**src/sv/cobs_crc_frame_decoder_top_macros.svh**
```systemverilog
// Assertion macros shared by the COBS/CRC frame decoder modules.
// Takes no other file; a module pulls it in with an include.
`ifndef COBS_CRC_FRAME_DECODER_TOP_MACROS_SVH
`define COBS_CRC_FRAME_DECODER_TOP_MACROS_SVH

// Same-cycle implication, held off during reset.
`define CCFD_ASSERT_IMP(lbl, clk, rst, ante, cons, msg) \
  lbl: assert property (@(posedge clk) disable iff (rst) (ante) |-> (cons)) else $error(msg);

// Next-cycle implication, held off during reset.
`define CCFD_ASSERT_NXT(lbl, clk, rst, ante, cons, msg) \
  lbl: assert property (@(posedge clk) disable iff (rst) (ante) |=> (cons)) else $error(msg);

`endif

```
**src/sv/ccfd_pkg.sv**
```systemverilog
// Package for the COBS/CRC frame decoder: status codes, register indexes,
// frame limits, the result record and the byte-wide CRC-16 fold.
// Depends on nothing.
`timescale 1ns / 1ps

package ccfd_pkg;

  localparam int MAX_FRAME = 256;
  localparam int LEN_W = $clog2(MAX_FRAME + 1);

  localparam logic [7:0] KEY_BYTE = 8'h0A;
  localparam logic [7:0] NO_ZERO_CODE = 8'hFF;
  localparam logic [15:0] CRC_POLY = 16'h1021;
  localparam logic [15:0] CRC_TOP = 16'h8000;
  localparam logic [15:0] CRC_SEED_RESET = 16'hFFFF;
  localparam logic [7:0] MAX_PAYLOAD_RESET = 8'd254;

  localparam int CFG_IDX_W = 1;
  localparam int CFG_DATA_W = 16;
  localparam logic [CFG_IDX_W-1:0] CFG_CRC_SEED = 1'b0;
  localparam logic [CFG_IDX_W-1:0] CFG_MAX_PAYLOAD = 1'b1;

  typedef enum logic [2:0] {
    ST_OK        = 3'd0,
    ST_ZERO_CODE = 3'd1,
    ST_TRUNCATED = 3'd2,
    ST_TOO_LONG  = 3'd3,
    ST_TOO_SHORT = 3'd4,
    ST_CRC_BAD   = 3'd5
  } status_t;

  // Results caused by one accepted word: at most one payload byte, then
  // at most one end-of-frame status.
  typedef struct packed {
    logic       pay_v;
    logic [7:0] pay_byte;
    logic       st_v;
    status_t    st_code;
  } result_t;

  // CRC-16/CCITT-FALSE over one byte, MSB first.
  function automatic logic [15:0] crc_fold(input logic [15:0] c_in, input logic [7:0] b);
    logic [15:0] c;
    c = c_in ^ {b, 8'h00};
    for (int k = 0; k < 8; k++) begin
      if ((c & CRC_TOP) != 16'h0000) begin
        c = {c[14:0], 1'b0} ^ CRC_POLY;
      end else begin
        c = {c[14:0], 1'b0};
      end
    end
    return c;
  endfunction

endpackage

```
**src/sv/cobs_crc_frame_decoder_top.sv**
```systemverilog
// Top level of the COBS frame decoder with CRC-16/CCITT-FALSE check.
// Depends on ccfd_pkg, ccfd_core and ccfd_out.
//
//   channel   direction  word contents
//   --------  ---------  -------------------------------------------------
//   s_*       in         tdata = encoded byte, tlast = last byte of frame
//   m_*       out        tdata = payload byte, tlast = status word,
//                        tuser = status code
//   cfg_*     in         write of crc_seed (index 0) or max_payload (1)
//
// Each accepted word is decoded in the cycle it is taken and its results
// land in a two-entry result register, so a word is accepted every cycle
// as long as the consumer keeps up. A final word that also releases a
// payload byte yields two output words and stalls the input while both are
// held; that two-entry register sets the peak rate. Reset is synchronous
// and returns the frame state and both registers to their reset values. The
// input stalls only while the result register cannot empty in that cycle.
`timescale 1ns / 1ps

module cobs_crc_frame_decoder_top (
  input  logic                             clk,
  input  logic                             rst,
  input  logic                             s_tvalid,
  output logic                             s_tready,
  input  logic [7:0]                       s_tdata,   // [7:0] in_byte
  input  logic                             s_tlast,
  output logic                             m_tvalid,
  input  logic                             m_tready,
  output logic [7:0]                       m_tdata,   // [7:0] out_byte
  output logic                             m_tlast,
  output logic [2:0]                       m_tuser,   // [2:0] status
  input  logic                             cfg_we,
  input  logic [ccfd_pkg::CFG_IDX_W-1:0]   cfg_index,
  input  logic [ccfd_pkg::CFG_DATA_W-1:0]  cfg_data
);
  import ccfd_pkg::*;

  result_t res;
  logic    accept;

  // A word is taken when the result register can hold what it produces.
  assign accept = s_tvalid & s_tready;

  ccfd_core u_core (
    .clk       (clk),
    .rst       (rst),
    .cfg_we    (cfg_we),
    .cfg_index (cfg_index),
    .cfg_data  (cfg_data),
    .accept    (accept),
    .in_byte   (s_tdata),
    .frame_end (s_tlast),
    .res       (res)
  );

  ccfd_out u_out (
    .clk      (clk),
    .rst      (rst),
    .accept   (accept),
    .res      (res),
    .load_ok  (s_tready),
    .m_tvalid (m_tvalid),
    .m_tready (m_tready),
    .m_tdata  (m_tdata),
    .m_tlast  (m_tlast),
    .m_tuser  (m_tuser)
  );

endmodule

```
**src/sv/ccfd_core.sv**
```systemverilog
// Frame state, configuration registers and the one-word decode step:
// de-keying, COBS group tracking, two-byte hold, CRC and status.
// Depends on ccfd_pkg.
`timescale 1ns / 1ps

module ccfd_core (
  input  logic                             clk,
  input  logic                             rst,
  input  logic                             cfg_we,
  input  logic [ccfd_pkg::CFG_IDX_W-1:0]   cfg_index,
  input  logic [ccfd_pkg::CFG_DATA_W-1:0]  cfg_data,
  input  logic                             accept,
  input  logic [7:0]                       in_byte,
  input  logic                             frame_end,
  output ccfd_pkg::result_t                res
);
  import ccfd_pkg::*;

  logic [15:0]      crc_seed;
  logic [7:0]       max_payload;

  logic [7:0]       group_left, group_left_next;
  logic [7:0]       group_code, group_code_next;
  logic             at_frame_start, at_frame_start_next;
  logic [7:0]       hold0, hold0_next;
  logic [7:0]       hold1, hold1_next;
  logic [1:0]       hold_count, hold_count_next;
  logic [LEN_W-1:0] decoded_length, decoded_length_next;
  logic [15:0]      running_crc, running_crc_next;
  status_t          error_code, error_code_next;

  logic [7:0]       b;
  logic             push_req;
  logic [7:0]       push_val;
  logic [LEN_W-1:0] payload_len;
  status_t          st;

  always_comb begin
    b = in_byte ^ KEY_BYTE;
    group_left_next = group_left;
    group_code_next = group_code;
    at_frame_start_next = 1'b0;
    hold0_next = hold0;
    hold1_next = hold1;
    hold_count_next = hold_count;
    decoded_length_next = decoded_length;
    running_crc_next = at_frame_start ? crc_seed : running_crc;
    error_code_next = error_code;
    push_req = 1'b0;
    push_val = 8'h00;
    payload_len = '0;
    st = ST_OK;
    res = '0;

    if (error_code == ST_OK) begin
      if (group_left == 8'h00) begin
        // A group just ended: put back the zero it stood for.
        push_req = (group_code != NO_ZERO_CODE);
      end else begin
        group_left_next = group_left - 8'd1;
        push_req = 1'b1;
        push_val = b;
      end
    end

    if (push_req) begin
      if (decoded_length >= LEN_W'(MAX_FRAME)) begin
        error_code_next = ST_TOO_LONG;
      end else begin
        decoded_length_next = decoded_length + LEN_W'(1);
        if (hold_count >= 2'd2) begin
          res.pay_v = 1'b1;
          res.pay_byte = hold0;
          running_crc_next = crc_fold(running_crc_next, hold0);
          hold0_next = hold1;
          hold1_next = push_val;
        end else begin
          if (hold_count[0]) begin
            hold1_next = push_val;
          end else begin
            hold0_next = push_val;
          end
          hold_count_next = hold_count + 2'd1;
        end
      end
    end

    // The word opens a new group unless the frame is in error, already or by this word.
    if (error_code == ST_OK && group_left == 8'h00 && error_code_next == ST_OK) begin
      if (b == 8'h00) begin
        error_code_next = ST_ZERO_CODE;
      end else begin
        group_code_next = b;
        group_left_next = b - 8'd1;
      end
    end

    if (frame_end) begin
      payload_len = decoded_length_next - LEN_W'(2);
      st = error_code_next;
      if (st == ST_OK) begin
        if (group_left_next != 8'h00) begin
          st = ST_TRUNCATED;
        end else if (decoded_length_next < LEN_W'(2)) begin
          st = ST_TOO_SHORT;
        end else if (payload_len > LEN_W'(max_payload)) begin
          st = ST_TOO_LONG;
        end else if ({hold1_next, hold0_next} != running_crc_next) begin
          st = ST_CRC_BAD;
        end
      end
      res.st_v = 1'b1;
      res.st_code = st;
      group_left_next = 8'h00;
      group_code_next = NO_ZERO_CODE;
      at_frame_start_next = 1'b1;
      hold0_next = 8'h00;
      hold1_next = 8'h00;
      hold_count_next = 2'd0;
      decoded_length_next = '0;
      running_crc_next = crc_seed;
      error_code_next = ST_OK;
    end
  end

  always_ff @(posedge clk) begin
    if (rst) begin
      crc_seed <= CRC_SEED_RESET;
      max_payload <= MAX_PAYLOAD_RESET;
    end else if (cfg_we) begin
      case (cfg_index)
        CFG_CRC_SEED: crc_seed <= cfg_data;
        CFG_MAX_PAYLOAD: max_payload <= cfg_data[7:0];
        default: ;
      endcase
    end
  end

  always_ff @(posedge clk) begin
    if (rst) begin
      group_left <= 8'h00;
      group_code <= NO_ZERO_CODE;
      at_frame_start <= 1'b1;
      hold0 <= 8'h00;
      hold1 <= 8'h00;
      hold_count <= 2'd0;
      decoded_length <= '0;
      running_crc <= CRC_SEED_RESET;
      error_code <= ST_OK;
    end else if (accept) begin
      group_left <= group_left_next;
      group_code <= group_code_next;
      at_frame_start <= at_frame_start_next;
      hold0 <= hold0_next;
      hold1 <= hold1_next;
      hold_count <= hold_count_next;
      decoded_length <= decoded_length_next;
      running_crc <= running_crc_next;
      error_code <= error_code_next;
    end
  end

endmodule

```
**src/sv/ccfd_out.sv**
```systemverilog
// Two-entry result register that serializes the payload byte and the
// status of one word onto the output stream. Depends on ccfd_pkg and
// the assertion macro header.
`timescale 1ns / 1ps
`include "cobs_crc_frame_decoder_top_macros.svh"

module ccfd_out (
  input  logic              clk,
  input  logic              rst,
  input  logic              accept,
  input  ccfd_pkg::result_t res,
  output logic              load_ok,
  output logic              m_tvalid,
  input  logic              m_tready,
  output logic [7:0]        m_tdata,
  output logic              m_tlast,
  output logic [2:0]        m_tuser
);
  import ccfd_pkg::*;

  logic       pay_v;
  logic [7:0] pay_byte;
  logic       st_v;
  status_t    st_code;
  logic       pop;

  assign m_tvalid = pay_v | st_v;
  assign pop = m_tvalid & m_tready;
  // Room for a new word once whatever is held leaves with this handshake.
  assign load_ok = !m_tvalid || (m_tready && (pay_v ^ st_v));

  always_comb begin
    if (pay_v) begin
      m_tdata = pay_byte;
      m_tlast = 1'b0;
      m_tuser = 3'd0;
    end else begin
      m_tdata = 8'h00;
      m_tlast = st_v;
      m_tuser = st_v ? st_code : 3'd0;
    end
  end

  always_ff @(posedge clk) begin
    if (rst) begin
      pay_v <= 1'b0;
      st_v <= 1'b0;
    end else if (accept) begin
      pay_v <= res.pay_v;
      st_v <= res.st_v;
    end else if (pop) begin
      if (pay_v) begin
        pay_v <= 1'b0;
      end else begin
        st_v <= 1'b0;
      end
    end
  end

  always_ff @(posedge clk) begin
    if (accept) begin
      pay_byte <= res.pay_byte;
      st_code <= res.st_code;
    end
  end

  `CCFD_ASSERT_IMP(a_full_blocks_input, clk, rst, pay_v && st_v, !load_ok,
                   "input taken while two results are still held")
  `CCFD_ASSERT_NXT(a_status_follows_payload, clk, rst,
                   pop && pay_v && st_v && !accept, m_tvalid && m_tlast,
                   "status lost after its payload byte left")
  `CCFD_ASSERT_IMP(a_status_code_range, clk, rst, m_tvalid && m_tlast,
                   m_tuser <= 3'd5, "status code out of range")
  `CCFD_ASSERT_NXT(a_no_overwrite, clk, rst, m_tvalid && !m_tready,
                   m_tvalid, "held result dropped without a handshake")

endmodule

```
**config.mk**
```make
export PLATFORM = sky130hd
export DESIGN_NAME = cobs_crc_frame_decoder_top
export DESIGN_NICKNAME = d
export VERILOG_FILES = /design/src/sv/ccfd_pkg.sv /design/src/sv/cobs_crc_frame_decoder_top.sv /design/src/sv/ccfd_core.sv /design/src/sv/ccfd_out.sv
export VERILOG_INCLUDE_DIRS = /design/src /design/src/sv
export SDC_FILE = /design/constraint.sdc
export NUM_CORES = 1
export LEC_CHECK = 0
export ABC_AREA = 0
export BUFFER_PORTS_ARGS = -buffer_cell sky130_fd_sc_hd__buf_2
export CAP_MARGIN = 20
export CORE_AREA = 5 5 117 119
export CTS_CLUSTER_SIZE = 30
export DETAILED_ROUTE_END_ITERATION = 8
export DIE_AREA = 0 0 122 124
export GPL_TIMING_DRIVEN = 1
export PLACE_DENSITY_LB_ADDON = 0.08
export SYNTH_ARGS = -nofsm -noshare
export SYNTH_HDL_FRONTEND = slang
export SYNTH_SLANG_ARGS = --single-unit
export TNS_END_PERCENT = 50
```
**constraint.sdc**
```tcl
create_clock -name clk -period 12 [get_ports clk]
set_input_delay 0.6 -clock clk [delete_from_list [all_inputs] [get_ports clk]]
set_output_delay 0.6 -clock clk [all_outputs]
set_load 0.01 [all_outputs]
```
==> summary.md, run 1 <==
| Metric | Value |
|---|---|
| Setup Skew | `0.0107 ns` |
| Post_cts resized | `0` |
| Final core utilization | `58.2%` |
| Placed inst area | `0.00695 mm²` |
| Maximum VDD drop | `0.0916 mV` |
| CP max stage cell | `nand4_2` |
| Fmax | `190 MHz` |
| Antenna violations before repair | `0` |
| # rows | `41` |
| R2R Setup Slk | `6.73 ns` |
| Worst Path Required | `12.11 ns` |
| Crit path top cell by count | `ha_1` |
| Slowest stage delay, CP | `0.51 ns` |
| DRC errors left | `0` |
| Fillers | `1154` |
| Worst-margin pin slew | `1.08 ns` |
| Syn Nets | `831` |
| Starting Density | `53.9%` |
| Post-CTS setup buffer count | `0` |
| Worst path bufs/invs | `1` |
| Number of synthesized flops with an enable pin | `11` |
| Synth Area per Inst | `8.58 µm²` |
| Syn Inst Count | `783` |
| Clock sink count | `100` |
| Final period util | `43.9%` |
| Arr. time, crit path | `5.38 ns` |
| Main synth FF type | `dfxtp_1` |
| Pleak | `0.00304 µW` |
| Mapped cell area | `0.00672 mm²` |
| Largest net degree at the start of global routing | `77` |
| Hpwl dp | `12700 µm` |
| Root buffer cell | `clkbuf_16` |
| GPL Wtd Cong | `0.900` |
| Post-route ant nets | `0` |
| CORE AREA | `0.0125 mm²` |
| CTS tree | `yes` |
| First-pass GRT wire length | `28700 µm` |
| Nets@finish | `841` |
| GR Overflow Total | `0` |
| Vias per inst | `6.07` |
| Crit path kind | `reg2reg` |
| Share of post-route cells with drive strength above 1 | `12.3%` |
| CP Capture Type | `flip-flop` |
| Hold_buf cts | `0` |
| Clock Path Buffers | `2` |
| Most common cell after layout, fill and taps aside | `dfxtp_1` |
| Cell area after layout | `0.00725 mm²` |
| Vias | `5888` |
| Area grow syn2layout | `7.91%` |
| PwrDens | `157 mW/mm²` |
| Setup crit start kind | `flip-flop` |
| Total GRT Usage | `23.9%` |
| Outcome | `complete, no violations` |
| CTS HTree Levels | `3` |
| Die height | `124 µm` |
| DRT Pass-1 Iters | `5` |
| Highest-count cells in the layout ignoring fill and taps | `dfxtp_1 (89), nor2_1 (81), nand2_1 (47), a21oi_1 (47), buf_2 (44)` |
| Synth cell types | `80` |
| IO Pins | `45` |
| CTS Buf Count | `9` |
| Path category of the worst min-delay check | `in2reg` |
| Max-cap viol count | `0` |
| Die width | `122 µm` |
| Async SR Flop Fraction | `0%` |
| Minimum clock period | `5.27 ns` |
| RSZ-0062 raised after global routing | `false` |
| Critical Path Fanout Max | `19` |
| Slew Limit Fails | `0` |
| Cells along the critical path | `inv_1, ha_1, nor3b_1, nand4_2, nand3_1, a21boi_0, ha_1, nor4bb_1, a31oi_1, xnor2_1, ha_1, nand4_1, or2_2, nand3_1, a211o_1, nand3b_1, mux2i_1, o21a_1, nor3_1, o31a_1` |
| Final setup vio count | `0` |
| Drt total wl | `17800 µm` |
| Vias in the first global route | `5516` |
| Final hold vios | `0` |
| Rel. slew slack | `27.9%` |
| Seq/Total Area, Yosys | `31.4%` |
| Post-route setup TNS | `0 ns` |
| Number of antenna diodes | `0` |
| Clk slew on worst S/H paths | `0.08 ns` |
| Delay-heaviest family, CP | `simple AND/OR/NAND/NOR gates` |
| Initial DRC Count | `707` |
| Clock latency on the worst-skew pair | `0.36 ns` |
| DR WL/cell | `18.3 µm` |
| Hold slack | `0.430 ns` |
| Input/output buffers | `44` |
| Synth Register Bits | `100` |
| Ys Warns | `0` |
| Die area | `0.0151 mm²` |
## metrics by stage
| stage | total power (µW) | cells | setup WS, ns |
|---|---|---|---|
| after floorplan | 750 | 783 | 7.79 |
| after global placement | 832 | 953 | 7.18 |
| after detailed placement | 842 | 953 | 6.85 |
| after global routing | 1200 | 970 | 6.32 |
| final | 1140 | 970 | 6.73 |
| after CTS | 1140 | 969 | 6.82 |
## layout make-up
type / count / area [µm²] / share of cell area [%]
multi-input cells: 608 / 4270 / 58.9
flip-flops and latches: 100 / 2110 / 29.1
repair buffers: 51 / 273 / 3.76
clock buffers: 9 / 225 / 3.11
well taps: 172 / 215 / 2.97
inverters: 23 / 86.3 / 1.19
clock inverters: 7 / 66.3 / 0.915
## routing by layer
metal	global-route usage, %	up-vias	wire (µm)
li1	-	2879	-
met1	32.1	2800	8030
met2	39.5	178	8330
met3	3.04	31	931
met4	9.17	0	464
met5	0	-	0
## synthesized netlist by cell type (3+ instances only)
master	n	area share, %
o211ai_1	9	1.0
ha_1	17	3.2
clkbuf_1	32	1.8
buf_2	4	0.30
dfxtp_1	89	27
xnor3_1	5	1.7
a211o_1	36	4.7
inv_1	21	1.2
a31oi_1	6	0.56
a32o_1	3	0.45
nor3b_1	3	0.34
buf_1	8	0.45
a21oi_1	47	3.5
and4_1	7	0.91
nand2_1	48	2.7
a22oi_1	30	3.4
or2_2	3	0.28
nor4_1	6	0.56
edfxtp_1	11	4.9
buf_6	4	0.67
mux2i_1	37	5.5
nand3_1	10	0.74
nand3b_1	5	0.56
nor3_2	4	0.60
nor2b_1	22	2.0
xnor2_1	41	5.3
o21a_1	6	0.67
and2_1	14	1.3
nor2_1	81	4.5
nand4_1	10	0.93
o21ai_0	32	2.4
o22ai_1	3	0.28
nor3_1	18	1.3
or3_1	6	0.56
nand2b_1	3	0.28
xor2_1	18	2.3
and3_1	25	2.3
## registers in the layout, summed over array words and instances (netlist names)
register	cells
u_out.pay_byte	8
u_core.running_crc	16
u_core.hold0	8
u_core.group_code	8
u_core.decoded_length	9
u_core.at_frame_start	1
u_out.st_code	3
u_core.hold1	8
u_out.st_v	1
u_out.pay_v	1
u_core.group_left	8
u_core.crc_seed	16
u_core.error_code	3
u_core.hold_count	2
u_core.max_payload	8
## worst paths after layout
check                           cells after the start                     to             startpoint
worst max register to register                     20       u_out.st_code[1]   u_core.group_left[0]
worst min register to register                      1  u_core.running_crc[5]  u_core.running_crc[5]
worst min-delay path                                2    u_core.crc_seed[14]           cfg_data[14]
worst max-delay path                               20       u_out.st_code[1]   u_core.group_left[0]
## cells by family (layout without fill, tap and decap cells)
logic type | Yosys count | count (layout) | share of synthesized area (%)
buffers and inverters | 75 | 90 | 5.05
adder cells (fa/ha/maj) | 17 | 17 | 3.17
XOR/XNOR | 66 | 66 | 9.85
multiplexers | 44 | 44 | 7.10
flip-flops | 100 | 100 | 31.4
AND/OR/NAND/NOR | 281 | 281 | 22.8
AO/OA/AOI/OAI | 200 | 200 | 20.7
## report_power, final
group	internal (µW)	switching, µW
Sequential	364	26.5
Combinational	179	271
Clock	147	149
No activity file was read; power rests on OpenSTA's default activity.
==> run 2: changes to the inputs <==
==> constraint.sdc (replaced) <==
create_clock -name clk -period 5.4 [get_ports clk]
set_input_delay 0.27 -clock clk [delete_from_list [all_inputs] [get_ports clk]]
set_output_delay 0.27 -clock clk [all_outputs]
set_load 0.01 [all_outputs]
==> summary.md, run 2 (same netlist as run 1, synthesis figures left out) <==
| Metric | Value |
|---|---|
| Minimum clock period | `5.02 ns` |
| Hold_buf cts | `0` |
| Hold Path Cell Cnt | `2` |
| Clock network power share | `26.7%` |
| Fmax | `199 MHz` |
| Post-Layout Cell Count | `972` |
| P_int | `1590 µW` |
| Reg-to-reg critical path startpoint | `u_core.group_left[0]` |
| GPL Wtd Cong | `0.908` |
| Final period util | `93.1%` |
| Slowest stage delay, CP | `0.69 ns` |
| Nets@finish | `843` |
| Critical Path Fanout Max | `12` |
| Post-CTS setup buffer count | `0` |
| Regs by FF count | `u_core.crc_seed: 16 flops, u_core.running_crc: 16 flops, u_core.decoded_length: 9 flops` |
| Antenna violations before repair | `0` |
| Vias in the first global route | `5552` |
| DR WL/cell | `18.6 µm` |
| Starting Density | `53.9%` |
| Fillers | `1171` |
| Maximum VDD drop | `0.199 mV` |
| Share of post-route cells with drive strength above 1 | `12.5%` |
| Sw Share | `37.9%` |
| DRC errors left | `0` |
| Area grow syn2layout | `8.40%` |
| Worst-margin pin slew | `1.16 ns` |
| Final hold vios | `0` |
| Total GRT Usage | `24.4%` |
| Setup crit start kind | `flip-flop` |
| Die area | `0.0151 mm²` |
| Die width | `122 µm` |
| # rows | `41` |
| RSZ-0062 raised after global routing | `false` |
| Post_cts resized | `0` |
| Final setup vio count | `0` |
| R2R Setup Slk | `0.38 ns` |
| CP max stage cell | `and4_1` |
| First-pass GRT wire length | `29000 µm` |
| Setup Skew | `0.0114 ns` |
| Crit path kind | `reg2reg` |
| Highest-count cells in the layout ignoring fill and taps | `dfxtp_1 (89), nor2_1 (81), nand2_1 (47), a21oi_1 (47), buf_2 (44)` |
| Clk slew on worst S/H paths | `0.07 ns` |
| Clock sink count | `100` |
| Post-route setup TNS | `0 ns` |
| R2r endpoint | `u_out.st_code[1]` |
| Flop pwr share | `34.1%` |
| CTS tree | `yes` |
| Vias per inst | `6.11` |
| Net switching power figure | `970 µW` |
| GR Overflow Total | `0` |
| Hpwl dp | `12900 µm` |
| Rel. slew slack | `22.7%` |
| DRT Pass-1 Iters | `5` |
| Number of antenna diodes | `0` |
| CTS Buf Count | `9` |
| CORE AREA | `0.0125 mm²` |
| Outcome | `complete, no violations` |
| Most common cell after layout, fill and taps aside | `dfxtp_1` |
| Crit path top cell by count | `ha_1` |
| Post-route ant nets | `0` |
| Pleak | `0.00305 µW` |
| Largest net degree at the start of global routing | `77` |
| Path category of the worst min-delay check | `in2reg` |
| Cells along the critical path | `inv_1, ha_1, nor3b_1, and4_1, or4_1, and2_1, ha_1, nor2_1, a31oi_1, a31oi_1, xnor2_1, ha_1, nand4_1, or2_2, nand3_1, a211o_1, nand3_1, mux2i_1, o21a_1, nor3_1, o31a_1` |
| CTS HTree Levels | `3` |
| PwrDens | `352 mW/mm²` |
| Max-cap viol count | `0` |
| Arr. time, crit path | `5.13 ns` |
| Final core utilization | `58.4%` |
| Worst Path Required | `5.50 ns` |
| Input/output buffers | `44` |
| Die height | `124 µm` |
| Hold path start | `cfg_data[13]` |
| IO Pins | `45` |
| Slew Limit Fails | `0` |
| CP Capture Type | `flip-flop` |
| Initial DRC Count | `521` |
| Hold EP | `u_core.crc_seed[13]` |
| Comb pwr share | `39.2%` |
| Clock latency on the worst-skew pair | `0.36 ns` |
| Clock Path Buffers | `2` |
| Vias | `5943` |
| Inst Count DP | `956` |
| Drt total wl | `18100 µm` |
| Worst-case reg-to-reg path depth | `21` |
| Root buffer cell | `clkbuf_16` |
[run 2: cell count changes in the layout (fill, tap and decap cells not counted)]
cell	previous run	this run
buf_4	7	9
inv_6	3	1
clkinv_2	0	1
inv_8	2	1
clkbuf_8	0	1
bufinv_16	0	1
clkinv_4	2	1
inv_4	0	1
[run 2: stage by stage]
| stage | setup WS (ns) | hold slack (ns) | total power, µW | area, µm² |
|---|---|---|---|---|
| after floorplan | 1.19 | 0.388 | 1670 | 6720 |
| after global placement | 0.680 | 0.444 | 1860 | 6970 |
| after detailed placement | 0.494 | 0.453 | 1880 | 6970 |
| after CTS | 0.462 | 0.105 | 2570 | 7280 |
| after global routing | 0.0405 | 0.111 | 2700 | 7280 |
| final | 0.375 | 0.114 | 2560 | 7280 |
[run 2: worst max-delay path, delay by kind of cell (launching register included)]
kind / cells / cell delay [ns]
compound gates: 5 / 0.83
xor+xnor: 1 / 0.17
fa+ha+maj: 3 / 0.86
buf+inv: 1 / 0.11
flops: 1 / 0.33
mux: 1 / 0.28
simple gates: 10 / 2.20
[run 2: final cells by class]
class,count,area [µm²],share of cell area [%]
multi-input combinational,608,4270,58.7
sequential,100,2110,29.0
timing repair buffer,53,288,3.95
clock buffer,10,239,3.28
tap,172,215,2.95
inverter,23,86.3,1.19
clock inverter,6,70.1,0.962
[run 2: power groups by stage]
| stage | Combinational [µW] | Clock, µW | Sequential [µW] |
|---|---|---|---|
| 2_1_floorplan | 805 | 0 | 862 |
| 3_3_place_gp | 972 | 0 | 886 |
| 3_5_place_dp | 990 | 0 | 889 |
| 4_1_cts | 999 | 695 | 873 |
| 5_1_grt | 1090 | 724 | 881 |
| 6_report | 1000 | 683 | 874 |
[run 2: worst max path at each step]
stage | to | from
floorplan | u_out.st_code[1] | u_core.group_left[0]
global placement | u_out.st_code[1] | u_core.group_left[0]
detailed placement | u_out.st_code[1] | u_core.group_left[0]
CTS | u_out.st_code[1] | u_core.group_left[0]
global route | u_out.st_code[1] | u_core.group_left[0]
finish | u_out.st_code[1] | u_core.group_left[0]
[run 2: routing by layer]
| layer | share of wire [%] | track usage (%) | routed length, µm |
|---|---|---|---|
| met5 | 0 | 0 | 0 |
| met4 | 1.6 | 7.00 | 282 |
| met3 | 5.0 | 3.45 | 903 |
| met2 | 49 | 42.0 | 8880 |
| met1 | 44 | 32.2 | 8010 |
==> run 3: changes to the inputs <==
==> constraint.sdc (replaced) <==
create_clock -name clk -period 5.7 [get_ports clk]
set_input_delay 0.285 -clock clk [delete_from_list [all_inputs] [get_ports clk]]
set_output_delay 0.285 -clock clk [all_outputs]
set_load 0.01 [all_outputs]
==> summary.md, run 3 (same netlist as run 1, synthesis figures left out) <==
| Metric | Value |
|---|---|
| Antenna violations before repair | `0` |
| Root buffer cell | `clkbuf_16` |
| Post-route ant nets | `0` |
| Hold Path Cell Cnt | `2` |
| Worst-case reg-to-reg path depth | `20` |
| Number of antenna diodes | `0` |
| CORE AREA | `0.0125 mm²` |
| Final period util | `87.5%` |
| Crit path top cell by count | `ha_1` |
| DP Worst Slack | `0.766 ns` |
| Placed inst area | `0.00697 mm²` |
| Setup crit start kind | `flip-flop` |
| Max-cap viol count | `0` |
| Critical Path Fanout Max | `12` |
| Highest-count cells in the layout ignoring fill and taps | `dfxtp_1 (89), nor2_1 (81), nand2_1 (47), a21oi_1 (47), buf_2 (44)` |
| Initial DRC Count | `564` |
| CTS Buf Count | `9` |
| Maximum VDD drop | `0.208 mV` |
| CTS tree | `yes` |
| Rel. slew slack | `24.4%` |
| Crit path kind | `reg2reg` |
| Cells along the critical path | `inv_1, ha_1, nor3b_1, and4_1, or4_1, and2_1, ha_1, nor4bb_1, a31oi_1, xnor2_1, ha_1, nand4_1, or2_2, nand3_1, a211o_1, nand3b_1, mux2i_1, o21a_1, nor3_1, o31a_1` |
| GR Overflow Total | `0` |
| Nets@finish | `843` |
| Vias | `5958` |
| Vias in the first global route | `5563` |
| Clock sink count | `100` |
| GPL Wtd Cong | `0.928` |
| Total GRT Usage | `24.6%` |
| Most common cell after layout, fill and taps aside | `dfxtp_1` |
| Clk slew on worst S/H paths | `0.07 ns` |
| PwrDens | `330 mW/mm²` |
| Arr. time, crit path | `5.10 ns` |
| Pleak | `0.00304 µW` |
| Register Area | `0.00211 mm²` |
| Final hold vios | `0` |
| Hold slack | `0.126 ns` |
| Regs by FF count | `u_core.crc_seed: 16 flops, u_core.running_crc: 16 flops, u_core.decoded_length: 9 flops` |
| RSZ-0062 raised after global routing | `false` |
| Worst-margin pin slew | `1.13 ns` |
| Hold_buf cts | `0` |
| DRT Pass-1 Iters | `5` |
| Input/output buffers | `44` |
| Slew Limit Fails | `0` |
| CP Capture Type | `flip-flop` |
| Drt total wl | `18000 µm` |
| Area grow syn2layout | `8.16%` |
| Path category of the worst min-delay check | `in2reg` |
| Largest net degree at the start of global routing | `77` |
| Outcome | `complete, no violations` |
| Worst Path Required | `5.81 ns` |
| DRC errors left | `0` |
| IO Pins | `45` |
| DR WL/cell | `18.5 µm` |
| Die height | `124 µm` |
| # rows | `41` |
| Die width | `122 µm` |
| CTS HTree Levels | `3` |
| Hpwl dp | `12900 µm` |
| First-pass GRT wire length | `29300 µm` |
| Starting Density | `53.9%` |
| Die area | `0.0151 mm²` |
| Setup Skew | `0.00725 ns` |
| Post-route setup TNS | `0 ns` |
| Minimum clock period | `4.99 ns` |
| Cell area after layout | `0.00727 mm²` |
| Share of post-route cells with drive strength above 1 | `12.4%` |
| Slowest stage delay, CP | `0.67 ns` |
| Fmax | `201 MHz` |
| Clock latency on the worst-skew pair | `0.36 ns` |
| Post-CTS setup buffer count | `0` |
| Clock Path Buffers | `2` |
| Worst Slack Setup Final | `0.714 ns` |
| Vias per inst | `6.13` |
| Post_cts resized | `0` |
| Multi-input logic area | `0.00427 mm²` |
| CP max stage cell | `and4_1` |
| Final setup vio count | `0` |
| Fillers | `1175` |
## run 3: cell types whose count changed in the layout (fill, tap and decap cells not counted), sizes merged
cell and change:
clkinv -2, clkinvlp +2, bufinv -1, clkbuf +1
## run 3: cell type report
type	count	share of cell area (%)
Tap cell	172	2.96
Sequential cell	100	29.1
Timing Repair Buffer	53	3.96
Multi-Input combinational cell	608	58.8
Clock inverter	5	0.534
Inverter	23	1.19
Clock buffer	11	3.50
## run 3: through the flow
step	instances	total power, µW	utilization [%]
floorplan	783	1580	-
global placement	956	1760	55.9
detailed placement	956	1780	55.9
CTS	972	2400	58.3
global route	972	2540	58.3
finish	972	2400	58.3
## run 3: critical path: cells and delay by family (launching register included)
kind | cells | cell delay [ns]
AND/OR/NAND/NOR | 10 | 2.37
adder cells (fa/ha/maj) | 3 | 0.86
AO/OA/AOI/OAI | 4 | 0.64
flip-flops | 1 | 0.33
multiplexers | 1 | 0.23
XOR/XNOR | 1 | 0.17
buffers and inverters | 1 | 0.12
## run 3: worst paths after layout
path                               from                     to  slack, ns
hold reg to reg   u_core.running_crc[5]  u_core.running_crc[5]       0.47
setup reg to reg   u_core.group_left[0]       u_out.st_code[1]       0.71
setup / recovery   u_core.group_left[0]       u_out.st_code[1]       0.71
hold / removal             cfg_data[12]    u_core.crc_seed[12]       0.13
## run 3: routing by layer
layer | track usage [%] | vias to the layer above | wire (µm)
met5 | 0 | - | 0
met4 | 8.47 | 0 | 387
met3 | 3.72 | 28 | 1010
met2 | 40.7 | 186 | 8600
met1 | 32.8 | 2869 | 7990
li1 | - | 2875 | -
## run 3: where the power goes
group	internal (µW)	switching [µW]
Combinational	383	570
Clock	327	289
Sequential	767	61.4
Total	1480	920
